$ cat src/rtl/core/slc_pkg.sv
// Shared constants, types and helpers for the substring compare block.
package slc_pkg;

  localparam int MAX_LEN    = 4096;
  localparam int LEVELS     = 13;
  localparam int POS_W      = $clog2(MAX_LEN);
  localparam int LEN_W      = POS_W + 1;
  localparam int LVL_W      = $clog2(LEVELS);
  localparam int RANK_W     = LEN_W;
  localparam int CODE_W     = 5;
  localparam int RANK_AW    = LVL_W + POS_W;
  localparam int RANK_DEPTH = LEVELS * MAX_LEN;
  localparam int KEY_DEPTH  = MAX_LEN + 1;
  localparam int KEY_AW     = $clog2(KEY_DEPTH);

  localparam logic [6:0] LETTER_A = 7'd97;
  localparam logic [6:0] LETTER_Z = 7'd122;
  localparam logic [CODE_W-1:0] CODE_FIRST = 5'd1;
  localparam logic [CODE_W-1:0] CODE_LAST  = 5'd26;

  localparam logic CMD_LOAD    = 1'b0;
  localparam logic CMD_COMPARE = 1'b1;

  localparam logic [1:0] VERDICT_LESS    = 2'd0;
  localparam logic [1:0] VERDICT_EQUAL   = 2'd1;
  localparam logic [1:0] VERDICT_GREATER = 2'd2;
  localparam logic [1:0] VERDICT_INVALID = 2'd3;

  // one write port, two read ports of the rank table
  typedef struct packed {
    logic               we;
    logic [RANK_AW-1:0] waddr;
    logic [RANK_W-1:0]  wdata;
    logic [RANK_AW-1:0] raddr0;
    logic [RANK_AW-1:0] raddr1;
  } rank_port_t;

  function automatic logic [RANK_AW-1:0] rank_addr(input logic [LVL_W-1:0] lvl,
                                                   input logic [POS_W-1:0] pos);
    rank_addr = {lvl, pos};
  endfunction

endpackage

$ cat src/rtl/core/slc_query.sv
// Query walker: bound checks, then power-of-two block compares.
module slc_query (
  input  logic                       clk,
  input  logic                       rst,
  input  logic                       go,
  input  logic                       ready,
  input  logic [slc_pkg::LEN_W-1:0]  n,
  input  logic [slc_pkg::LEN_W-1:0]  first_start,
  input  logic [slc_pkg::LEN_W-1:0]  first_end,
  input  logic [slc_pkg::LEN_W-1:0]  second_start,
  input  logic [slc_pkg::LEN_W-1:0]  second_end,
  output slc_pkg::rank_port_t        rank_port,
  input  logic [slc_pkg::RANK_W-1:0] rank_rd0,
  input  logic [slc_pkg::RANK_W-1:0] rank_rd1,
  output logic                       busy,
  output logic                       done,
  output logic [1:0]                 verdict
);
  import slc_pkg::*;

  localparam logic [1:0] Q_IDLE = 2'd0;
  localparam logic [1:0] Q_SCAN = 2'd1;
  localparam logic [1:0] Q_CMP  = 2'd2;

  logic [1:0]       state;
  logic [LVL_W-1:0] lvl;
  logic [POS_W-1:0] pa, pc;
  logic [LEN_W-1:0] min_l, l1, l2;

  logic             bad;
  logic [LEN_W-1:0] l1_in, l2_in;
  logic [1:0]       len_verdict;

  assign bad = !ready || (first_start == '0) || (second_start == '0) ||
               (first_end < first_start) || (second_end < second_start) ||
               (first_end > n) || (second_end > n);
  assign l1_in = first_end - first_start + LEN_W'(1);
  assign l2_in = second_end - second_start + LEN_W'(1);
  assign len_verdict = (l1 < l2) ? VERDICT_LESS :
                       (l1 > l2) ? VERDICT_GREATER : VERDICT_EQUAL;
  assign busy = (state != Q_IDLE);

  always_comb begin
    rank_port        = '0;
    rank_port.raddr0 = rank_addr(lvl, pa);
    rank_port.raddr1 = rank_addr(lvl, pc);
  end

  always_ff @(posedge clk) begin
    if (rst) begin
      state <= Q_IDLE;
      done  <= 1'b0;
    end else begin
      done <= 1'b0;
      unique case (state)
        Q_IDLE: begin
          if (go) begin
            if (bad) begin
              verdict <= VERDICT_INVALID;
              done    <= 1'b1;
            end else begin
              l1    <= l1_in;
              l2    <= l2_in;
              min_l <= (l1_in < l2_in) ? l1_in : l2_in;
              pa    <= POS_W'(first_start - LEN_W'(1));
              pc    <= POS_W'(second_start - LEN_W'(1));
              lvl   <= LVL_W'(LEVELS - 1);
              state <= Q_SCAN;
            end
          end
        end
        Q_SCAN: begin
          if (min_l[lvl]) begin
            state <= Q_CMP;
          end else if (lvl == '0) begin
            verdict <= len_verdict;
            done    <= 1'b1;
            state   <= Q_IDLE;
          end else begin
            lvl <= lvl - LVL_W'(1);
          end
        end
        Q_CMP: begin
          if (rank_rd0 != rank_rd1) begin
            verdict <= (rank_rd0 < rank_rd1) ? VERDICT_LESS : VERDICT_GREATER;
            done    <= 1'b1;
            state   <= Q_IDLE;
          end else if (lvl == '0) begin
            verdict <= len_verdict;
            done    <= 1'b1;
            state   <= Q_IDLE;
          end else begin
            pa    <= pa + (POS_W'(1) << lvl);
            pc    <= pc + (POS_W'(1) << lvl);
            lvl   <= lvl - LVL_W'(1);
            state <= Q_SCAN;
          end
        end
        default: state <= Q_IDLE;
      endcase
    end
  end

endmodule
$ cat config.mk
export PLATFORM = sky130hd
export DESIGN_NAME = slc_query
export DESIGN_NICKNAME = d
export VERILOG_FILES = /design/src/rtl/core/slc_pkg.sv /design/src/rtl/core/slc_query.sv
export SDC_FILE = /design/constraint.sdc
export NUM_CORES = 1
export LEC_CHECK = 0
export CAP_MARGIN = 40
export CORE_MARGIN = 5
export CORE_UTILIZATION = 45
export CTS_BUF_LIST = sky130_fd_sc_hd__clkbuf_2
export DETAILED_ROUTE_END_ITERATION = 7
export DONT_BUFFER_PORTS = 1
export PLACE_DENSITY = 0.64
export SLEW_MARGIN = 20
export SYNTH_ARGS = -nofsm -noshare
export SYNTH_HDL_FRONTEND = slang
export SYNTH_SLANG_ARGS = --single-unit
$ cat constraint.sdc
create_clock -name clk -period 6.6 [get_ports clk]
set_input_delay 0 -clock clk [delete_from_list [all_inputs] [get_ports clk]]
set_output_delay 0 -clock clk [all_outputs]
set_load 0.005 [all_outputs]
==> results of run 1 <==
worst max-delay path, stage by stage (launching register included):
cell and delay (ns):
sky130_fd_sc_hd__edfxtp_1 0.68, sky130_fd_sc_hd__inv_1 0.25, sky130_fd_sc_hd__ha_1 0.24, sky130_fd_sc_hd__nand2_1 0.19
sky130_fd_sc_hd__inv_1 0.34, sky130_fd_sc_hd__ha_1 0.23, sky130_fd_sc_hd__inv_1 0.05, sky130_fd_sc_hd__fa_1 0.41
sky130_fd_sc_hd__nor2b_1 0.14, sky130_fd_sc_hd__o21ai_0 0.11, sky130_fd_sc_hd__a21boi_0 0.36, sky130_fd_sc_hd__o21a_1 0.19
sky130_fd_sc_hd__a31oi_1 0.03, sky130_fd_sc_hd__dlygate4sd3_1 0.58
through the flow:
stage / utilization [%] / worst slack [ns] / total power [uW] / cell area [um2]
2_1_floorplan: - / 0.5951 / 935.7 / 8309
3_3_place_gp: 46.47 / 2.780 / 1025 / 8347
6_report: 50.52 / 2.585 / 1374 / 9075
5_1_grt: 50.52 / 2.338 / 1469 / 9075
4_1_cts: 50.51 / 2.612 / 1383 / 9072
3_5_place_dp: 46.47 / 2.708 / 1033 / 8347
worst paths after layout:
path | startpoint | end | slack, ns
worst max-delay path | lvl[1]$_SDFFCE_PP0P_ | pc[4]$_DFFE_PP_ | 2.59
worst max register to register | lvl[1]$_SDFFCE_PP0P_ | pc[4]$_DFFE_PP_ | 2.59
worst min-delay path | second_end[8] | l2[8]$_DFFE_PP_ | 0.07
worst min register to register | state[0]$_SDFFE_PP0P_ | state[0]$_SDFFE_PP0P_ | 0.55
kinds of logic (layout without fill, tap and decap cells):
logic type | count (synthesis) | count (layout) | share of synthesized area, %
and+or+nand+nor | 250 | 250 | 15.73
AOI/OAI and AO/OA | 186 | 186 | 14.89
buffers and inverters | 168 | 203 | 9.261
adders and majority gates | 161 | 161 | 25.66
DFF | 72 | 72 | 26.00
xor gates and xnor gates | 50 | 50 | 5.340
muxes | 23 | 23 | 3.067
other | 1 | 31 | 0.04573
layout make-up:
type	count	area [um2]	area share (%)
multi-input combinational	700	5429	59.82
clock buffer	9	45.04	0.4963
clock inverter	7	100.1	1.103
inverter	125	469.2	5.170
sequential	72	2132	23.49
tap	229	286.5	3.157
antenna	1	2.502	0.02757
timing repair buffer	62	610.6	6.728
layout by cell type, fill, tap and decap left out, drive strengths merged, types with 8 or more instances in the layout:
cell type / netlist / final
edfxtp: 69 / 69
nand2: 48 / 48
dlygate4sd3: 0 / 58
nand3: 19 / 19
fa: 12 / 12
and3: 9 / 9
nor3: 31 / 31
nand2b: 12 / 12
a21oi: 47 / 47
nor2b: 19 / 19
and2: 12 / 12
a31oi: 16 / 16
o211ai: 9 / 9
o21ai: 35 / 35
o21a: 13 / 13
conb: 1 / 30
mux2: 17 / 17
nand4: 16 / 16
a21o: 17 / 17
clkbuf: 7 / 9
xnor2: 40 / 40
o31ai: 8 / 8
ha: 149 / 149
xor2: 10 / 10
inv: 124 / 127
nor2: 53 / 53
power by group through the flow:
stage / logic (uW) / clock network (uW) / registers (uW)
detailed placement: 489 / 0 / 544
global placement: 481 / 0 / 544
global route: 597 / 338 / 534
finish: 530 / 310 / 534
floorplan: 393 / 0 / 543
CTS: 528 / 321 / 534
state kept, by name, summed over array words and instances, names as in the netlist:
signal   cells
done         1
l1          13
l2          13
lvl          4
min_l       13
pa          12
pc          12
state        2
verdict      2
routing by layer:
metal / part of all wire (%) / wire, um / track usage (%) / vias up
li1: - / - / - / 3315
met2: 46 / 10260 / 33.83 / 232
met4: 2.4 / 544 / 6.073 / 0
met3: 7.0 / 1565 / 5.363 / 31
met5: 0 / 0 / 0 / -
met1: 44 / 9855 / 27.11 / 3107
==> impl_table.tex, run 1 <==
\begin{tabular}{lr}
\hline
Metric & Value \\
\hline
\multicolumn{2}{l}{\textbf{Run status}} \\
Status & completed \\
\multicolumn{2}{l}{\textbf{Yosys}} \\
Post-synth EDFFs & 69 \\
Yosys Warn Count & 0 \\
Biggest area contributors in the synthesized netlist & sky130\_fd\_sc\_hd\_\_edfxtp\_1 25\%, sky130\_fd\_sc\_hd\_\_ha\_1 23\%, sky130\_fd\_sc\_hd\_\_inv\_1 5.7\%, sky130\_fd\_sc\_hd\_\_xnor2\_1 4.3\%, sky130\_fd\_sc\_hd\_\_buf\_4 3.1\% \\
Number of cells produced by synthesis & slightly above 900 \\
Most used standard cell by instance count after synthesis & sky130\_fd\_sc\_hd\_\_ha\_1 \\
Synth Area per Inst & roughly 9 um2 \\
Most area-hungry cell type in the Yosys netlist & sky130\_fd\_sc\_hd\_\_edfxtp\_1 \\
Count of different cell masters after synthesis & 64 \\
Part of the Yosys area used for sequential elements & around a quarter \\
Area share of the largest cell type after synthesis & 25.27\% \\
FF+latch count, synth & $\sim$70 \\
Post-synthesis async set-or-reset flop share & 0\% \\
Area of the mapped netlist & a little over 8000 um2 \\
Synth cell count leaders & 149 x sky130\_fd\_sc\_hd\_\_ha\_1, 124 x sky130\_fd\_sc\_hd\_\_inv\_1, 69 x sky130\_fd\_sc\_hd\_\_edfxtp\_1 \\
Top\_reg\_cell synth & sky130\_fd\_sc\_hd\_\_edfxtp\_1 \\
\multicolumn{2}{l}{\textbf{Routing}} \\
Number of search-and-repair iterations in the first detailed-routing pass & 8 \\
DRT antenna net count & 0 \\
Remaining design rule violation count & 0 \\
Wire per inst & 18.44 um \\
Number of vias in the routed layout & approximately 6700 \\
Via-per-instance ratio & $\sim$5.5 \\
Total wire length & 22220 um \\
1st-iter DRT viols & around 450 \\
\multicolumn{2}{l}{\textbf{Setup path}} \\
Critical path capture point type & register \\
Sort of element at the start of the critical path & register \\
Critical path type & register to register \\
Max Fanout on Critical Path & 12 \\
Signal arrival time at the worst endpoint & 4.38 ns \\
Required time of the critical path & 6.96 ns \\
Worst r2r path cells & 13 \\
\multicolumn{2}{l}{\textbf{CTS}} \\
Total clock buffers created by CTS & 9 \\
Number of H-tree levels & 3 \\
Clock slew at reported path FFs & 0.22 ns \\
CTS Root Cell & sky130\_fd\_sc\_hd\_\_clkbuf\_2 \\
CTS Hold Buffers Added & 58 \\
CTS-repair resized insts & 0 \\
Clock tree buffer depth & 2 \\
Clock latency at the later pin of the worst-skew pair & roughly 0.59 ns \\
CTS tree & yes \\
Sinks on the clock net & 72 \\
Postcts setup bufs & 0 \\
\multicolumn{2}{l}{\textbf{STA}} \\
Total Negative Setup Slacks & 0 ns \\
Highest achievable clock rate & between 200 and 250 MHz \\
Worst rel slew slack & 43.44\% \\
Clock period minus worst slack & between 4 and 5 ns \\
Worst-case clock skew & slightly above 0.03 ns \\
Fraction of the cycle the final worst path needs & between 60\% and 70\% \\
Fin. max-slew vios & 0 \\
RSZ-0062 raised after global routing & no \\
Final setup vio count & 0 \\
Final Hold Violating Endpoints & 0 \\
Hold Slack & 0.07138 ns \\
Pin slew with the least headroom to its limit & between 0.8 and 0.9 ns \\
\multicolumn{2}{l}{\textbf{Power}} \\
Worst IR Drop VDD & a little over 0.08 mV \\
Areal power density over the cells & around 150 nW/um2 \\
Switching pwr & about 470 uW \\
Flop pwr share & a little under 40\% \\
Switching part of the total power & 34.11\% \\
Static power due to leakage & between 0.004 and 0.005 uW \\
Cell internal pwr & 905.5 uW \\
Clock share of power & between 20\% and 30\% \\
Combinational share of power & 38.6\% \\
\multicolumn{2}{l}{\textbf{Place}} \\
Placed wire-length estimate & roughly 18000 um \\
Final weighted congestion in routability-driven placement & $\sim$0.95 \\
Cell count after placement & approximately 1100 \\
Count of port buffers added during placement & 0 \\
\multicolumn{2}{l}{\textbf{Global routing}} \\
Antenna violations before repair & 1 \\
Remaining Overflow, GRT & 0 \\
Global-route wire length before repair & 34650 um \\
Combined global-route utilization of all metal layers & a little over 20\% \\
Via count of the first global-routing pass & between 6000 and 7000 \\
Largest net degree at the start of global routing & 40 \\
\multicolumn{2}{l}{\textbf{Die}} \\
Width of the chip & between 100 and 150 um \\
Die span in y & 145.0 um \\
Die Footprint & about 21000 um2 \\
Total I/O pin count & between 150 and 200 \\
Site row count & 49 \\
Core region area & 17960 um2 \\
Initial core utilization & roughly 46\% \\
\multicolumn{2}{l}{\textbf{Layout}} \\
Final \#Nets & roughly 1200 \\
Layout fillers & between 1500 and 2000 \\
Relative area change from synthesis to final layout & 10.67\% \\
Non-filler cells, final & between 1000 and 1500 \\
Fraction of layout instances using a drive strength above 1 & 4.923\% \\
\multicolumn{2}{l}{\textbf{Hold path}} \\
Classification of the worst-slack hold path & input port to register \\
Cell depth of the worst hold path & 4 \\
\multicolumn{2}{l}{\textbf{Run}} \\
Count of max-cap constraint violations & 0 \\
\hline
\end{tabular}
Note: power is estimated with default switching activity, not from simulation.
==> run 2, diff against run 1 <==
==> constraint.sdc (replaced) <==
create_clock -name clk -period 3.9 [get_ports clk]
set_input_delay 0 -clock clk [delete_from_list [all_inputs] [get_ports clk]]
set_output_delay 0 -clock clk [all_outputs]
set_load 0.005 [all_outputs]
==> run 2 against run 1 <==
Design area up 0.14%; die area unchanged; via count rose by 1.3%; routed wire length rose by 1.5%; critical path type is now input port to register; combinational power up 70%; power up 64%; highest routed layer unchanged; core utilization grew 0.070 points; non-clock buffer count is 2 higher; count of clock-buffer cells in the layout stayed put; global-route usage up 0.33 points; clock skew is 0.0023 ns higher.
==> impl_table.tex, run 2 (synthesized netlist as in run 1, its figures left out) <==
\begin{tabular}{lr}
\hline
Metric & Value \\
\hline
\multicolumn{2}{l}{\textbf{Global routing}} \\
Antenna violations before repair & 1 \\
Remaining Overflow, GRT & 0 \\
Via count of the first global-routing pass & 6672 \\
Largest net degree at the start of global routing & 40 \\
Combined global-route utilization of all metal layers & 21.05\% \\
Global-route wire length before repair & 35310 um \\
\multicolumn{2}{l}{\textbf{Setup path}} \\
Worst-path cell chain & dlygate4sd3\_1 -> inv\_1 -> ha\_1 -> inv\_1 -> fa\_1 -> nor2b\_1 -> o21ai\_0 -> a31oi\_1 -> a21oi\_1 -> o21bai\_1 -> xor2\_1 -> ha\_1 -> nor3\_1 -> a211o\_1 -> o21ai\_0 -> buf\_4 -> mux2\_2 \\
Endpoint of the worst register-to-register path & pc[4]\$\_DFFE\_PP\_ \\
Worst r2r path cells & 13 \\
Sort of element at the start of the critical path & input port \\
Required time of the critical path & approximately 4.3 ns \\
Critical path capture point type & register \\
Signal arrival time at the worst endpoint & around 4 ns \\
Slack of the worst reg-to-reg path & around 0.32 ns \\
Worst reg2reg path startpoint & lvl[0]\$\_SDFFCE\_PP0P\_ \\
Critical path buffers and inverters & 4 \\
Max Fanout on Critical Path & 9 \\
Critical path type & input port to register \\
Cell class contributing the biggest share of worst-path delay & compound AO/OA/AOI/OAI gates \\
Highest-delay cell along the critical path & sky130\_fd\_sc\_hd\_\_dlygate4sd3\_1 \\
Delay of the slowest cell on the worst path & about 0.54 ns \\
\multicolumn{2}{l}{\textbf{Die}} \\
Total I/O pin count & approximately 160 \\
Width of the chip & 145.0 um \\
Core region area & approximately 18000 um2 \\
Initial core utilization & a little under half \\
Die Footprint & between 20000 and 25000 um2 \\
Site row count & between 40 and 50 \\
Die span in y & between 100 and 150 um \\
\multicolumn{2}{l}{\textbf{Routing}} \\
1st-iter DRT viols & 400 \\
Via-per-instance ratio & between 5 and 6 \\
Met1 WL & just under 10000 um \\
DRT antenna net count & 0 \\
Top routing layer in use & met4 \\
Number of search-and-repair iterations in the first detailed-routing pass & 5 \\
Number of vias in the routed layout & between 6000 and 7000 \\
Wire per inst & 18.70 um \\
Remaining design rule violation count & 0 \\
Routed met2 length & approximately 10000 um \\
Total wire length & roughly 23000 um \\
Met3 WL post-DR & $\sim$1700 um \\
\multicolumn{2}{l}{\textbf{CTS}} \\
CTS-repair resized insts & 0 \\
Clock tree buffer depth & 2 \\
Clock latency at the later pin of the worst-skew pair & 0.60 ns \\
Sinks on the clock net & 72 \\
Total clock buffers created by CTS & 9 \\
Number of H-tree levels & 3 \\
Clock slew at reported path FFs & roughly 0.20 ns \\
CTS Root Cell & sky130\_fd\_sc\_hd\_\_clkbuf\_2 \\
Postcts setup bufs & 0 \\
CTS tree & yes \\
\multicolumn{2}{l}{\textbf{STA}} \\
Highest achievable clock rate & $\sim$280 MHz \\
Clock period minus worst slack & 3.594 ns \\
Fin. max-slew vios & 0 \\
RSZ-0062 raised after global routing & no \\
Final Hold Violating Endpoints & 0 \\
Fraction of the cycle the final worst path needs & 92.14\% \\
Setup slack after layout & about 0.31 ns \\
Pin slew with the least headroom to its limit & between 0.7 and 0.8 ns \\
Worst rel slew slack & between 40\% and 50\% \\
Worst-case clock skew & between 0.03 and 0.04 ns \\
Final setup vio count & 0 \\
Total Negative Setup Slacks & 0 ns \\
\multicolumn{2}{l}{\textbf{Layout}} \\
Most used cells in the layout excluding fill and tap cells & 149 x sky130\_fd\_sc\_hd\_\_ha\_1, 124 x sky130\_fd\_sc\_hd\_\_inv\_1, 69 x sky130\_fd\_sc\_hd\_\_edfxtp\_1 \\
Relative area change from synthesis to final layout & 10.82\% \\
Fraction of layout instances using a drive strength above 1 & between 5 and 6\% \\
Final \#Nets & around 1200 \\
Commonest non-fill, non-tap cell in the layout & sky130\_fd\_sc\_hd\_\_ha\_1 \\
Largest registers ranked by flip-flop count & l1: 13 flops, l2: 13 flops, min\_l: 13 flops \\
\multicolumn{2}{l}{\textbf{Power}} \\
Areal power density over the cells & $\sim$250 nW/um2 \\
Switching pwr & around 790 uW \\
Static power due to leakage & between 0.004 and 0.005 uW \\
Flop pwr share & 39.9\% \\
Clock share of power & roughly 20\% \\
Combinational share of power & between 30\% and 40\% \\
Worst IR Drop VDD & 0.1418 mV \\
Switching part of the total power & between 30\% and 40\% \\
Cell internal pwr & approximately 1500 uW \\
\multicolumn{2}{l}{\textbf{Hold path}} \\
Min-delay src & first\_end[6] \\
Classification of the worst-slack hold path & input port to register \\
Endpoint of the worst hold-timing path & l1[6]\$\_DFFE\_PP\_ \\
Cell depth of the worst hold path & 3 \\
\multicolumn{2}{l}{\textbf{Place}} \\
Count of port buffers added during placement & 0 \\
Placed wire-length estimate & 18520 um \\
Post-Place Worst Slack & approximately 0.26 ns \\
Final weighted congestion in routability-driven placement & 0.9345 \\
\multicolumn{2}{l}{\textbf{Run}} \\
Count of max-cap constraint violations & 0 \\
\multicolumn{2}{l}{\textbf{Run status}} \\
Status & completed \\
\hline
\end{tabular}
[run 2: power by group through the flow]
stage | registers (uW) | clock network, uW | logic (uW)
floorplan | 919 | 0 | 665
global placement | 920 | 0 | 825
detailed placement | 920 | 0 | 842
CTS | 903 | 470 | 901
global route | 904 | 510 | 1020
finish | 903 | 456 | 901
[run 2: timing repair]
item                       CTS  global route
setup endpoints to repair    0             0
hold endpoints to repair   112             0
hold buffers                52             0
[run 2: worst max-delay path by stage]
stage	start	to	slack (ns)	depth (start not counted)
detailed placement	first_start[3]	min_l[4]$_DFFE_PP_	0.26	16
floorplan	n[6]	l1[0]$_DFFE_PP_	0.21	9
global placement	first_start[3]	min_l[6]$_DFFE_PP_	0.35	16
global route	first_start[3]	min_l[8]$_DFFE_PP_	0.07	17
finish	first_start[3]	min_l[8]$_DFFE_PP_	0.31	17
CTS	lvl[0]$_SDFFCE_PP0P_	pc[4]$_DFFE_PP_	0.34	13
[run 2: worst reg2reg max path, delay by kind of cell, from the launching register on]
kind            cells  cell delay (ns)
simple gates        2             0.22
fa+ha+maj           3             0.91
flops               1             0.45
buf+inv             4             1.10
compound gates      4             0.70
[run 2: area by class of cell]
type,instances,area (um2)
fillers,1698,8876
multi-input cells,700,5448
flip-flops and latches,72,2132
repair buffers,64,623.1
inverters,125,469.2
well taps,229,286.5
clock inverters,7,81.33
clock buffers,9,45.04
diodes,1,2.502
[run 2: per-layer routing]
metal | up-vias | track usage [%]
met4 | 0 | 9.793
met2 | 228 | 33.39
met3 | 60 | 6.517
li1 | 3331 | -
met5 | - | 0
met1 | 3153 | 26.19
[run 2: through the flow]
| stage | hold WS (ns) | total power, uW | utilization [%] | instance area (um2) | std cells |
|---|---|---|---|---|---|
| 2_1_floorplan | 0.1717 | 1583 | - | 8320 | 940 |
| 3_3_place_gp | 0.1900 | 1745 | 46.97 | 8438 | 1138 |
| 3_5_place_dp | 0.1951 | 1762 | 46.97 | 8438 | 1138 |
| 4_1_cts | 0.0002929 | 2274 | 50.57 | 9085 | 1206 |
| 5_1_grt | 0.01592 | 2434 | 50.59 | 9087 | 1207 |
| 6_report | 0.03079 | 2260 | 50.59 | 9087 | 1207 |
